==> src/sv/sfip_pkg.sv <==
`timescale 1ns / 1ps
`default_nettype none

// Shared types and constants for the sorted free identifier pool.
package sfip_pkg;

  // Pool geometry. At most DEPTH-1 identifiers are held at any time.
  localparam int unsigned DEPTH    = 64;
  localparam int unsigned ID_WIDTH = 16;
  localparam int unsigned IDX_W    = (DEPTH > 2) ? $clog2(DEPTH) : 1;

  // Fixed widths of the transaction fields.
  localparam int unsigned ID_IO_W     = 16;
  localparam int unsigned COUNT_OUT_W = 6;

  // Largest entry count the pool may hold.
  localparam logic [IDX_W-1:0] COUNT_MAX = IDX_W'(DEPTH - 1);

  typedef enum logic {
    FUNC_RELEASE  = 1'b0,
    FUNC_ALLOCATE = 1'b1
  } func_e;

  typedef enum logic [1:0] {
    STATUS_OK    = 2'd0,
    STATUS_FULL  = 2'd1,
    STATUS_EMPTY = 2'd2
  } status_e;

  typedef enum logic [2:0] {
    S_IDLE,
    S_INSERT,
    S_REM_HEAD,
    S_REM_SHIFT,
    S_DONE
  } state_e;

  typedef struct packed {
    func_e              func;
    logic [ID_IO_W-1:0] id_in;
  } in_t;

  typedef struct packed {
    status_e                status;
    logic [ID_IO_W-1:0]     id_out;
    logic [COUNT_OUT_W-1:0] count;
  } out_t;

  // Request from the sequencer to the entry store.
  typedef struct packed {
    logic                we;
    logic [IDX_W-1:0]    waddr;
    logic [ID_WIDTH-1:0] wdata;
    logic [IDX_W-1:0]    raddr;
  } mem_req_t;

endpackage

`default_nettype wire

==> src/sv/sfip_mem.sv <==
`timescale 1ns / 1ps
`default_nettype none

// Entry store: one write port and one read port with registered read data.
module sfip_mem (
  input  wire logic                             clk_i,
  input  wire sfip_pkg::mem_req_t               req_i,
  output logic [sfip_pkg::ID_WIDTH-1:0]         rdata_o
);

  logic [sfip_pkg::ID_WIDTH-1:0] mem_q [sfip_pkg::DEPTH];
  logic [sfip_pkg::ID_WIDTH-1:0] rdata_q;

  // Write and read both happen at the clock edge.
  always_ff @(posedge clk_i) begin
    if (req_i.we) begin
      mem_q[req_i.waddr] <= req_i.wdata;
    end
    rdata_q <= mem_q[req_i.raddr];
  end

  assign rdata_o = rdata_q;

endmodule

`default_nettype wire

==> src/sv/sorted_free_id_pool_core.sv <==
`timescale 1ns / 1ps
`default_nettype none
// Sequencing: a release moves up the held entries not below the new identifier, then writes
// it; an allocate reads the smallest entry and moves the rest down one place; full and empty
// results skip the walk. An output stall holds the finished result in the done state.
// Throughput: one transaction at a time, set by the walk over the store, one entry per cycle;
// the next transaction is accepted once the result has gone on and the sequencer is idle.
// Reset: asynchronous, active low; clears the entry count and control state.

module sorted_free_id_pool_core (
  input  wire logic           clk_i,
  input  wire logic           rst_ni,
  input  wire logic           in_valid_i,
  output logic                in_stall_o,
  input  wire sfip_pkg::in_t  in_data_i,
  output logic                out_valid_o,
  input  wire logic           out_stall_i,
  output sfip_pkg::out_t      out_data_o
);

  sfip_pkg::state_e                  state_q, state_d;
  logic [sfip_pkg::IDX_W-1:0]        j_q, j_d;
  logic [sfip_pkg::IDX_W-1:0]        count_q, count_d;
  logic [sfip_pkg::ID_WIDTH-1:0]     id_q, id_d;
  logic [sfip_pkg::ID_WIDTH-1:0]     res_q, res_d;
  sfip_pkg::func_e                   func_q, func_d;
  sfip_pkg::status_e                 status_q, status_d;
  logic                              out_valid_q, out_valid_d;
  sfip_pkg::out_t                    out_q, out_d;
  sfip_pkg::mem_req_t                req;
  logic [sfip_pkg::ID_WIDTH-1:0]     rdata;
  logic                              out_free;

  sfip_mem u_mem (
    .clk_i   (clk_i),
    .req_i   (req),
    .rdata_o (rdata)
  );

  assign out_free = !out_valid_q || !out_stall_i;

  // Sequencer: walks the sorted store one entry per cycle.
  always_comb begin
    state_d     = state_q;
    j_d         = j_q;
    count_d     = count_q;
    id_d        = id_q;
    res_d       = res_q;
    func_d      = func_q;
    status_d    = status_q;
    out_valid_d = out_valid_q;
    out_d       = out_q;
    req         = '0;

    // The output register drains independently of the sequencer.
    if (out_valid_q && !out_stall_i) begin
      out_valid_d = 1'b0;
    end

    unique case (state_q)
      sfip_pkg::S_IDLE: begin
        if (in_valid_i) begin
          id_d     = sfip_pkg::ID_WIDTH'(in_data_i.id_in);
          func_d   = in_data_i.func;
          res_d    = '0;
          status_d = sfip_pkg::STATUS_OK;
          if (in_data_i.func == sfip_pkg::FUNC_RELEASE) begin
            if (count_q == sfip_pkg::COUNT_MAX) begin
              status_d = sfip_pkg::STATUS_FULL;
              state_d  = sfip_pkg::S_DONE;
            end else begin
              // Start at the top and read the last held entry.
              j_d       = count_q;
              req.raddr = (count_q != '0) ? count_q - sfip_pkg::IDX_W'(1) : '0;
              state_d   = sfip_pkg::S_INSERT;
            end
          end else begin
            if (count_q == '0) begin
              status_d = sfip_pkg::STATUS_EMPTY;
              state_d  = sfip_pkg::S_DONE;
            end else begin
              req.raddr = '0;
              state_d   = sfip_pkg::S_REM_HEAD;
            end
          end
        end
      end

      sfip_pkg::S_INSERT: begin
        // rdata holds entry j-1; larger or equal entries move up one place.
        req.we    = 1'b1;
        req.waddr = j_q;
        if (j_q != '0 && rdata >= id_q) begin
          req.wdata = rdata;
          j_d       = j_q - sfip_pkg::IDX_W'(1);
          req.raddr = (j_q >= sfip_pkg::IDX_W'(2)) ? j_q - sfip_pkg::IDX_W'(2) : '0;
        end else begin
          req.wdata = id_q;
          state_d   = sfip_pkg::S_DONE;
        end
      end

      sfip_pkg::S_REM_HEAD: begin
        // rdata holds the smallest entry.
        res_d = rdata;
        if (count_q == sfip_pkg::IDX_W'(1)) begin
          state_d = sfip_pkg::S_DONE;
        end else begin
          j_d       = sfip_pkg::IDX_W'(1);
          req.raddr = sfip_pkg::IDX_W'(1);
          state_d   = sfip_pkg::S_REM_SHIFT;
        end
      end

      sfip_pkg::S_REM_SHIFT: begin
        // rdata holds entry j; it moves down one place.
        req.we    = 1'b1;
        req.waddr = j_q - sfip_pkg::IDX_W'(1);
        req.wdata = rdata;
        if (j_q == count_q - sfip_pkg::IDX_W'(1)) begin
          state_d = sfip_pkg::S_DONE;
        end else begin
          j_d       = j_q + sfip_pkg::IDX_W'(1);
          req.raddr = j_q + sfip_pkg::IDX_W'(1);
        end
      end

      sfip_pkg::S_DONE: begin
        // Commit the count and hand the transaction to the output register.
        if (out_free) begin
          if (status_q == sfip_pkg::STATUS_OK) begin
            if (func_q == sfip_pkg::FUNC_RELEASE) begin
              count_d = count_q + sfip_pkg::IDX_W'(1);
            end else begin
              count_d = count_q - sfip_pkg::IDX_W'(1);
            end
          end
          out_d.status = status_q;
          out_d.id_out = sfip_pkg::ID_IO_W'(res_q);
          out_d.count  = sfip_pkg::COUNT_OUT_W'(count_d);
          out_valid_d  = 1'b1;
          state_d      = sfip_pkg::S_IDLE;
        end
      end

      default: begin
        state_d = sfip_pkg::S_IDLE;
      end
    endcase
  end

  // Control registers.
  always_ff @(posedge clk_i or negedge rst_ni) begin
    if (!rst_ni) begin
      state_q     <= sfip_pkg::S_IDLE;
      count_q     <= '0;
      out_valid_q <= 1'b0;
    end else begin
      state_q     <= state_d;
      count_q     <= count_d;
      out_valid_q <= out_valid_d;
    end
  end

  // Payload registers.
  always_ff @(posedge clk_i) begin
    j_q      <= j_d;
    id_q     <= id_d;
    res_q    <= res_d;
    func_q   <= func_d;
    status_q <= status_d;
    out_q    <= out_d;
  end

  assign in_stall_o  = (state_q != sfip_pkg::S_IDLE);
  assign out_valid_o = out_valid_q;
  assign out_data_o  = out_q;

  // The store is never written above the current fill level.
  assert property (@(posedge clk_i) disable iff (!rst_ni)
    req.we |-> req.waddr <= count_q)
    else $error("store write beyond fill level");

  // A refused release reports a full pool.
  assert property (@(posedge clk_i) disable iff (!rst_ni)
    (out_valid_o && out_data_o.status == sfip_pkg::STATUS_FULL) |->
      out_data_o.count == sfip_pkg::COUNT_OUT_W'(sfip_pkg::COUNT_MAX))
    else $error("full status with wrong count");

  // An empty allocate reports zero identifier and zero count.
  assert property (@(posedge clk_i) disable iff (!rst_ni)
    (out_valid_o && out_data_o.status == sfip_pkg::STATUS_EMPTY) |->
      (out_data_o.count == '0 && out_data_o.id_out == '0))
    else $error("empty status with nonzero payload");

  // The entry count changes by at most one per transaction and only when finishing.
  assert property (@(posedge clk_i) disable iff (!rst_ni)
    (count_q != $past(count_q)) |-> $past(state_q) == sfip_pkg::S_DONE)
    else $error("entry count changed outside completion");

endmodule

`default_nettype wire

==> config.mk <==
export PLATFORM = sky130hd
export DESIGN_NAME = sorted_free_id_pool_core
export DESIGN_NICKNAME = d
export VERILOG_FILES = /design/src/sv/sfip_pkg.sv /design/src/sv/sfip_mem.sv /design/src/sv/sorted_free_id_pool_core.sv
export SDC_FILE = /design/constraint.sdc
export NUM_CORES = 1
export LEC_CHECK = 0
export CAP_MARGIN = 0
export CORE_MARGIN = 2
export CORE_UTILIZATION = 50
export CTS_CLUSTER_DIAMETER = 120
export DETAILED_ROUTE_END_ITERATION = 10
export DONT_BUFFER_PORTS = 1
export MAX_ROUTING_LAYER = met4
export SLEW_MARGIN = 20
export SYNTH_ARGS = -nofsm -noshare
export SYNTH_HDL_FRONTEND = slang
export SYNTH_SLANG_ARGS = --single-unit
==> constraint.sdc <==
create_clock -name clk_i -period 4 [get_ports clk_i]
set_input_delay 0.6 -clock clk_i [delete_from_list [all_inputs] [get_ports clk_i]]
set_output_delay 0.6 -clock clk_i [all_outputs]
set_load 0.005 [all_outputs]
# Yosys cells after proc, flatten, opt, wreduce, memory -nomap -nowiden
# Memory sizes are Yosys's and may differ from the RTL's. A register that Yosys moved wholly into a read port is not among the register bits.
# Cells that the tools add are included.
# classes
add_sub_neg	5
order_cmp	2
n_eq_ne	16
mux	39
reduce_logical	18
# ops
op	count
$mux W6	15
$pmux W6 S4	2
$pmux W23 S2	1
$mux W16	2
$pmux W16 S2	1
$mux W3	8
$ne A2 B2 Y1 const B	9
$ge A16 B16 Y1	1
$pmux W3 S5	1
$add A6 B1 Y6 const B	2
$reduce_bool A6 Y1	2
$sub A6 B1 Y6 const B	2
$mux W1	7
$reduce_and A7 Y1	1
$eq A3 B2 Y1 const B	2
$eq A6 B1 Y1 const B	1
$eq A6 B6 Y1	1
$eq A6 B6 Y1 const B	1
$ge A6 B2 Y1 const B	1
$logic_not A6 Y1	1
$reduce_and A2 Y1	3
$sub A6 B2 Y6 const B	1
$mux W2	2
$reduce_and A4 Y1	1
other kinds (10)	12
# word_totals
ff_bits	75
mem_bits_rw	1024
inputBits	21
out_inout_bits	26
elab_cells	92
memories	1
# memory_table
memory	depth	word_bits	rd	rd_ports_with_merged_regs	write_ports	line_no	source
u_mem.mem_q	64	16	1	1	1	sfip_mem.sv:11	logic [sfip_pkg::ID_WIDTH-1:0] mem_q [sfip_pkg::DEPTH];

# Logic depth before layout (Yosys ltp)
# Gate-level depths: netlist of the first run.
# depth
ltp_word	6
depth_mapped	17
mapped_depth_nobuf	12

# Hierarchy
# Synthesis of the first run repeated with hierarchy kept, for this count alone.
# unflattened
cells_unflattened	2190
area_unflattened_um2	44207.4
# modules_own_cells
module	instances	cells_per_inst	area_per_inst_um2	seq_area_each_um2
sfip_mem	1	1829	40042.2	31069.8
sorted_free_id_pool_core	1	361	4165.2	2202.1

# Worst setup path before layout of the first run
# Ideal clock, no wire load.
# synth_path
path_type	register to register
from	reg id_q[11] (netlist bit)
to	mem u_mem.mem_q[0][0] (netlist bit) (data pin)
setup_time_ns	0.366
t_arrival_ns	3.263
required_ns	3.634
slack_ns	0.371
path_stages_with_launch	11
path_buffers	2
period_less_slack_ns	3.629
path_cell_list	edfxtp_1 > inv_1 > ha_1 > and2_1 > a221o_1 > a21o_1 > or2_1 > buf_4 > a21boi_1 > clkbuf_1 > a22o_1
# synth_rtl
element	line_no	source
start, declared	sorted_free_id_pool_core.sv:24	logic [sfip_pkg::ID_WIDTH-1:0] id_q, id_d;
start signal, assigned	sorted_free_id_pool_core.sv:168	id_q <= id_d;
end, declared	sfip_mem.sv:11	

# Worst setup path after layout of the first run
# layout_path
from	reg id_q[11] (netlist bit)
to	reg u_mem.rdata_q (netlist bit u_mem.rdata_o[6]) (read register of u_mem.mem_q)
# layout_between
elab_chain_cells	4
# layout_lines
element	line_no	source
$ge A16 B16 Y1	sorted_free_id_pool_core.sv:93	if (j_q != '0 && rdata >= id_q) begin
$logic_and A1 B1 Y1	sorted_free_id_pool_core.sv:93	
$mux W6	sorted_free_id_pool_core.sv:93	
$pmux W6 S4	sorted_free_id_pool_core.sv:60	unique case (state_q)
end, declared	sfip_mem.sv:12	logic [sfip_pkg::ID_WIDTH-1:0] rdata_q;
# No other way between the ends.
# A chain may end at the register's enable or synchronous reset.

==> impl_metrics.yaml, run 1 <==
outcome:
  status: "finished, final reports clean"
floorplanning:
  ioPinCount: 47
  row_count: 109
  die_w_um: 304
  initial_core_util: 0.506
  core_area_mm2: 0.0886
  die_h_um: 304
  design.die.area_mm2: 0.0922
finish:
  areaGrowthSynthToFinish_pct: 16.3
  design_area_mm2: 0.0522
  num-nets-final: 3125
  utilization: 0.589
  drive_gt1_frac: 0.153
  fillers: 6683
global_routing:
  grt_max_degree: 91
  antenna_found_initial: 3
  grt_pass1_wl_um: 168000
  grt_pass1_vias: 24900
  grt_util_all_layers: 0.254
  grt_overflow_total: 0
critical_path:
  r2r-start: "id_q[11]"
  cp_max_fo: 23
  ff2ff_path_depth: 14
  startpoint_type: "flip-flop"
  r2r_slack_ns: 0.1
  worstSetupPathType: "flip-flop to flip-flop"
  cpMaxStageDelayCell: "edfxtp_1"
  critical_path_required_ns: 4.60
  path_cells: "inv_1, ha_1, and2_1, a221o_1, a21o_1, or2_4, a211oi_4, buf_12, buf_12, buf_4, mux2i_1, o22a_1, nand4_1, nand4_1"
  crit_path_end_kind: "flip-flop"
  crit_arrival_ns: 4.50
  r2r_end: "u_mem.rdata_o[6]"
  slowest_delay_ns: 0.38
cts:
  clk_pin_slew_ns: 0.06
  cts-root-buf: "clkbuf_16"
  cts_buffers: 113
  cts_tree: "yes"
  clk_path_buf_depth: 3
  cts_num_sinks: 1115
  worstSkewPairLatency_ns: 0.69
  htreeDepth: 3
drt:
  drtIter0Drc: 2974
  drc: 0
  vias: 25700
  dr.pass1.iters: 5
  drtAntennaViolNets: 0
  avgViaCountPerCell: 5.92
  totalWireLength_um: 115000
  wl_per_cell_um: 26.5
flow_run:
  cap_violations: 0
synth:
  seq_area_frac_synth: 0.741
  yosysUniqueCellTypes: 72
  ys_async_sr_fraction: 0.00897
  syn_nets: 2878
  synthCells: 2831
  yosys_most_used_dff: "edfxtp_1"
  ys_warn_count: 0
  syn_area_per_cell_um2: 15.9
  synth_seq_cells: 1115
  synth-edff-count: 1089
  syn_area_mm2: 0.0449
timing:
  slew_violations: 0
  hold_viol: 0
  finalCriticalPeriod_ns: 3.90
  tightest_slew_ns: 0.948
  period_share: 0.976
  final-setup-viol-count: 0
  fin_skew_ns: 0.0260
  fmax_mhz: 256
  maxSlewHeadroom: 0.366
power_and_ir_drop:
  leakagePower_nw: 16.6
  ir_worst_vdd_mv: 0.343
  power_density_mw_per_mm2: 432
place:
  hpwl_um: 70900
  portBuffers: 0
  place_area_mm2: 0.0484
  gp_congestion: 0.893
worst_hold_path:
  holdCritPathClass: "input port to flip-flop"
  min_from: "out_stall_i"
  holdPathStages: 2
  hold_end: "out_valid_o"
[repair_timing]
action	CTS	global route
setup endpoints to repair	5	16
hold endpoints to repair	27	0
resized for setup	7	18
setup buffers	0	2
pin swaps	1	4
cloned	0	1
hold buffers	18	0
[report_power, final]
part | switching, mW | internal, mW | leakage [nW]
combinational | 0.00809 | 0.0132 | 8.24
sequential | 0.0000000000000000840 | 12.6 | 6.70
clock | 4.30 | 5.61 | 1.70
[cell type report]
| cell class | instances | area, um2 | share of cell area |
|---|---|---|---|
| clock inverters | 70 | 482 | 0.00922 |
| clock buffers | 141 | 3000 | 0.0574 |
| flip-flops and latches | 1115 | 33300 | 0.637 |
| repair buffers | 290 | 3070 | 0.0588 |
| multi-input cells | 1530 | 10800 | 0.207 |
| inverters | 28 | 105 | 0.00201 |
| well taps | 1165 | 1460 | 0.0279 |
| diodes | 1 | 2.50 | 0.0000479 |
[stage by stage]
stage	std cells	hold slack [ns]	total power, mW	TNS [ns]	setup WS, ns
detailed placement	4107	0.305	12.9	-0.322	-0.318
finish	4340	0.0610	22.5	0	0.0954
CTS	4336	0.0243	22.7	0	0.0176
floorplan	2831	0.304	12.9	0	0.371
global placement	4107	0.305	12.9	-0.289	-0.289
global route	4340	0.0688	23.2	-0.0708	-0.0354
[cell usage in the layout, fill, tap and decap left out, types with 16 or more instances in the layout]
| master | instances |
|---|---|
| buf_4 | 205 |
| a32oi_1 | 33 |
| nand4b_1 | 17 |
| clkinv_1 | 30 |
| clkinv_2 | 28 |
| inv_1 | 27 |
| o22ai_1 | 33 |
| clkbuf_16 | 117 |
| a22o_2 | 16 |
| dlygate4sd3_1 | 18 |
| or4_1 | 16 |
| o22a_1 | 32 |
| and2_1 | 19 |
| a31oi_1 | 51 |
| dfxtp_1 | 16 |
| nor2_1 | 95 |
| nand4_1 | 51 |
| xor2_1 | 19 |
| edfxtp_1 | 1089 |
| buf_12 | 65 |
| mux2i_1 | 429 |
| clkbuf_1 | 25 |
| nand2_1 | 407 |
| ha_1 | 25 |
| a22o_1 | 31 |
| a311o_1 | 16 |
| nand3_1 | 95 |
[layer usage]
metal	GRT usage	wire [um]	up-vias
li1	-	-	11400
met1	0.350	49400	13100
met2	0.393	54000	1021
met3	0.0376	8260	175
met4	0.0825	3500	0
met5	-	0	-
[state kept, by name, indices dropped and copies added (netlist names)]
register / count
out_data_o: 24
u_mem.rdata_o: 16
state_q: 3
j_q: 6
out_valid_o: 1
id_q: 16
count_q: 6
u_mem.mem_q: 1024
func_q: 1
res_q: 16
status_q: 2
[worst max-delay path: cells and delay by family, from the launching register on]
family	cells	cell delay, ns
AO/OA/AOI/OAI	4	1.05
adder cells (fa/ha/maj)	1	0.30
buffers and inverters	4	0.81
flip-flops	1	0.38
multiplexers	1	0.21
AND/OR/NAND/NOR	4	1.04
[logic make-up after synthesis]
logic type	after synthesis	share of synthesized area
AOI/OAI and AO/OA	291	0.0513
buffers and inverters	186	0.0215
muxes	430	0.0959
adders and majority gates	26	0.00725
DFF	1115	0.741
xor gates and xnor gates	36	0.00733
and+or+nand+nor	747	0.0757
[how the worst max path moves through the flow]
stage | startpoint | to | slack [ns]
final | id_q[11] | u_mem.rdata_o[6] | 0.1
after global routing | id_q[15] | u_mem.rdata_o[15] | -0.04
after CTS | u_mem.rdata_o[0] | u_mem.rdata_o[14] | 0.02
after detailed placement | id_q[15] | u_mem.rdata_o[14] | -0.32
after global placement | u_mem.rdata_o[0] | u_mem.rdata_o[14] | -0.29
after floorplan | id_q[11] | u_mem.mem_q[0][0] | 0.37
[synthesized netlist by cell type, types with 8 or more instances]
cell / n / area (um2)
mux2i_1: 429 / 4290
a31oi_1: 53 / 332
nand4_1: 51 / 319
nand3_1: 96 / 480
a32o_1: 15 / 150
a21oi_1: 16 / 80.1
dfxtp_1: 16 / 320
buf_2: 57 / 285
inv_1: 28 / 105
buf_4: 14 / 105
nand2_1: 408 / 1530
o21ai_0: 13 / 65.1
xnor2_1: 15 / 131
a32oi_1: 34 / 298
dfrtp_1: 10 / 250
and2_1: 19 / 119
buf_1: 14 / 52.6
and3_1: 8 / 50.1
edfxtp_1: 1089 / 32700
a311o_1: 16 / 160
xor2_1: 20 / 175
o22a_1: 32 / 280
buf_6: 19 / 214
clkbuf_1: 54 / 203
ha_1: 26 / 325
nor2_1: 95 / 357
o22ai_1: 33 / 206
a22o_1: 47 / 412
nand4b_1: 17 / 149
or4_1: 16 / 120
nor3_1: 9 / 45.0
Power figures use the tool's default switching activity.
==> run 2: changes to the inputs <==
--- a/config.mk
+++ b/config.mk
@@ -12,6 +12,7 @@
 export DETAILED_ROUTE_END_ITERATION = 10
 export DONT_BUFFER_PORTS = 1
 export MAX_ROUTING_LAYER = met4
+export SETUP_SLACK_MARGIN = 0.2
 export SLEW_MARGIN = 20
 export SYNTH_ARGS = -nofsm -noshare
 export SYNTH_HDL_FRONTEND = slang
==> impl_metrics.yaml, run 2 (synthesis gave the netlist of run 1 again) <==
power_and_ir_drop:
  leakagePower_nw: 16.9
  p_int_mw: 18.2
  clock_power_share: 0.439
  switching_power_mw: 4.31
  power_mw: 22.6
  combPwrFrac: 0.001
  seq_power_share: 0.560
  power_density_mw_per_mm2: 427
  ir_worst_vdd_mv: 0.347
  netSwitchingFraction: 0.191
critical_path:
  path_cells: "inv_1, ha_1, and2_4, a221o_1, a21o_1, o21ai_1, and3_4, buf_4, buf_6, buf_16, mux2i_1, mux2i_1, o22a_1, nand4_1, buf_4, nand4_1"
  cpMaxStageDelayCell: "edfxtp_1"
  crit_arrival_ns: 4.32
  critical_path_required_ns: 4.56
  cp_num_buf_inv: 5
  cp_max_fo: 16
  timing.critical_path.max_delay_family: "compound AO/OA/AOI/OAI gates"
  worstSetupPathType: "flip-flop to flip-flop"
  crit_path_end_kind: "flip-flop"
  startpoint_type: "flip-flop"
  slowest_delay_ns: 0.38
global_routing:
  grt_pass1_wl_um: 170000
  grt_overflow_total: 0
  grt_max_degree: 91
  antenna_found_initial: 1
  grt.busiest_layer: "met2"
  grt_pass1_vias: 25100
  met2_usage: 0.400
  met1_usage: 0.355
  use_met3: 0.0377
  grt_util_all_layers: 0.258
drt:
  dr.pass1.iters: 8
  drtIter0Drc: 2902
  drtAntennaViolNets: 0
  drc: 0
  vias: 25900
  avgViaCountPerCell: 5.93
  totalWireLength_um: 117000
  wl_per_cell_um: 26.8
place:
  place_area_mm2: 0.0484
  hpwl_um: 70900
  gp_congestion: 0.893
  portBuffers: 0
  place_ws_ns: -0.318
timing:
  tightest_slew_ns: 0.947
  hold_viol: 0
  final-setup-viol-count: 0
  slew_violations: 0
  period_share: 0.941
  fmax_mhz: 266
  rsz0062_at_grt: "true"
  finalCriticalPeriod_ns: 3.76
  worst_slack_ns: 0.238
  maxSlewHeadroom: 0.367
  fin_skew_ns: 0.0274
finish:
  utilization: 0.596
  drive_gt1_frac: 0.171
  design_area_mm2: 0.0529
  largest_register: "u_mem.mem_q"
  fillers: 6632
  layout_commonest_cell: "edfxtp_1"
  largest_reg_flops: 1024
  final_cell_mix: "edfxtp_1, mux2i_1, nand2_1, buf_4, clkbuf_16"
  areaGrowthSynthToFinish_pct: 17.7
  num-nets-final: 3153
floorplanning:
  core_area_mm2: 0.0886
  die_w_um: 304
  row_count: 109
  initial_core_util: 0.506
  die_h_um: 304
  design.die.area_mm2: 0.0922
  ioPinCount: 47
flow_run:
  cap_violations: 0
worst_hold_path:
  holdCritPathClass: "input port to flip-flop"
cts:
  cts_buffers: 113
  clk_path_buf_depth: 3
  worstSkewPairLatency_ns: 0.69
  cts_tree: "yes"
  cts-root-buf: "clkbuf_16"
  cts_num_sinks: 1115
  htreeDepth: 3
  clk_pin_slew_ns: 0.06
outcome:
  status: "finished, final reports clean"
-- run 2: power groups by stage --
stage,clock (mW),combinational [mW],sequential (mW)
2_1_floorplan,0,0.00149,12.9
3_3_place_gp,0,0.00311,12.9
3_5_place_dp,0,0.00296,12.9
4_1_cts,10.1,0.0214,12.6
5_1_grt,10.5,0.0229,12.6
6_report,9.91,0.0216,12.6
-- run 2: layer usage --
layer,wire (um),up-vias
li1,-,11500
met1,49900,13200
met2,54700,1025
met3,8750,168
met4,3560,0
met5,0,-
-- run 2: what timing repair did --
item | CTS | global route
endpoints found under the hold margin | 27 | 0
resized for setup | 45 | 36
gates cloned | 5 | 1
endpoints found under the setup margin | 16 | 16
pin swaps | 16 | 13
hold buffers | 18 | 0
buffers inserted | 11 | 14
-- run 2: final timing paths --
kind	slack, ns	to	depth (start not counted)	startpoint
max	0.24	u_mem.rdata_o[15]	16	id_q[11]
min	0.06	out_valid_o	2	out_stall_i
max reg2reg	0.24	u_mem.rdata_o[15]	16	id_q[11]
min reg2reg	0.42	out_data_o[17]	0	res_q[11]
max in group asynchronous	3.25	count_q[1]	1	rst_ni
min in group asynchronous	0.35	count_q[4]	1	rst_ni
-- run 2: per-stage QoR --
step / std cells / setup TNS, ns / hold slack [ns]
final: 4368 / 0 / 0.0609
after global routing: 4367 / 0 / 0.0688
after CTS: 4352 / 0 / 0.0243
after detailed placement: 4107 / -0.322 / 0.305
after global placement: 4107 / -0.289 / 0.305
after floorplan: 2831 / 0 / 0.304
-- run 2: layout make-up --
class | instances | area [um2] | share of cell area
antenna | 1 | 2.50 | 0.0000473
clock buffer | 141 | 3000 | 0.0567
clock inverter | 70 | 482 | 0.00911
inverter | 28 | 105 | 0.00199
multi-input combinational | 1530 | 11000 | 0.209
sequential | 1115 | 33300 | 0.630
tap | 1165 | 1460 | 0.0276
timing repair buffer | 318 | 3500 | 0.0662
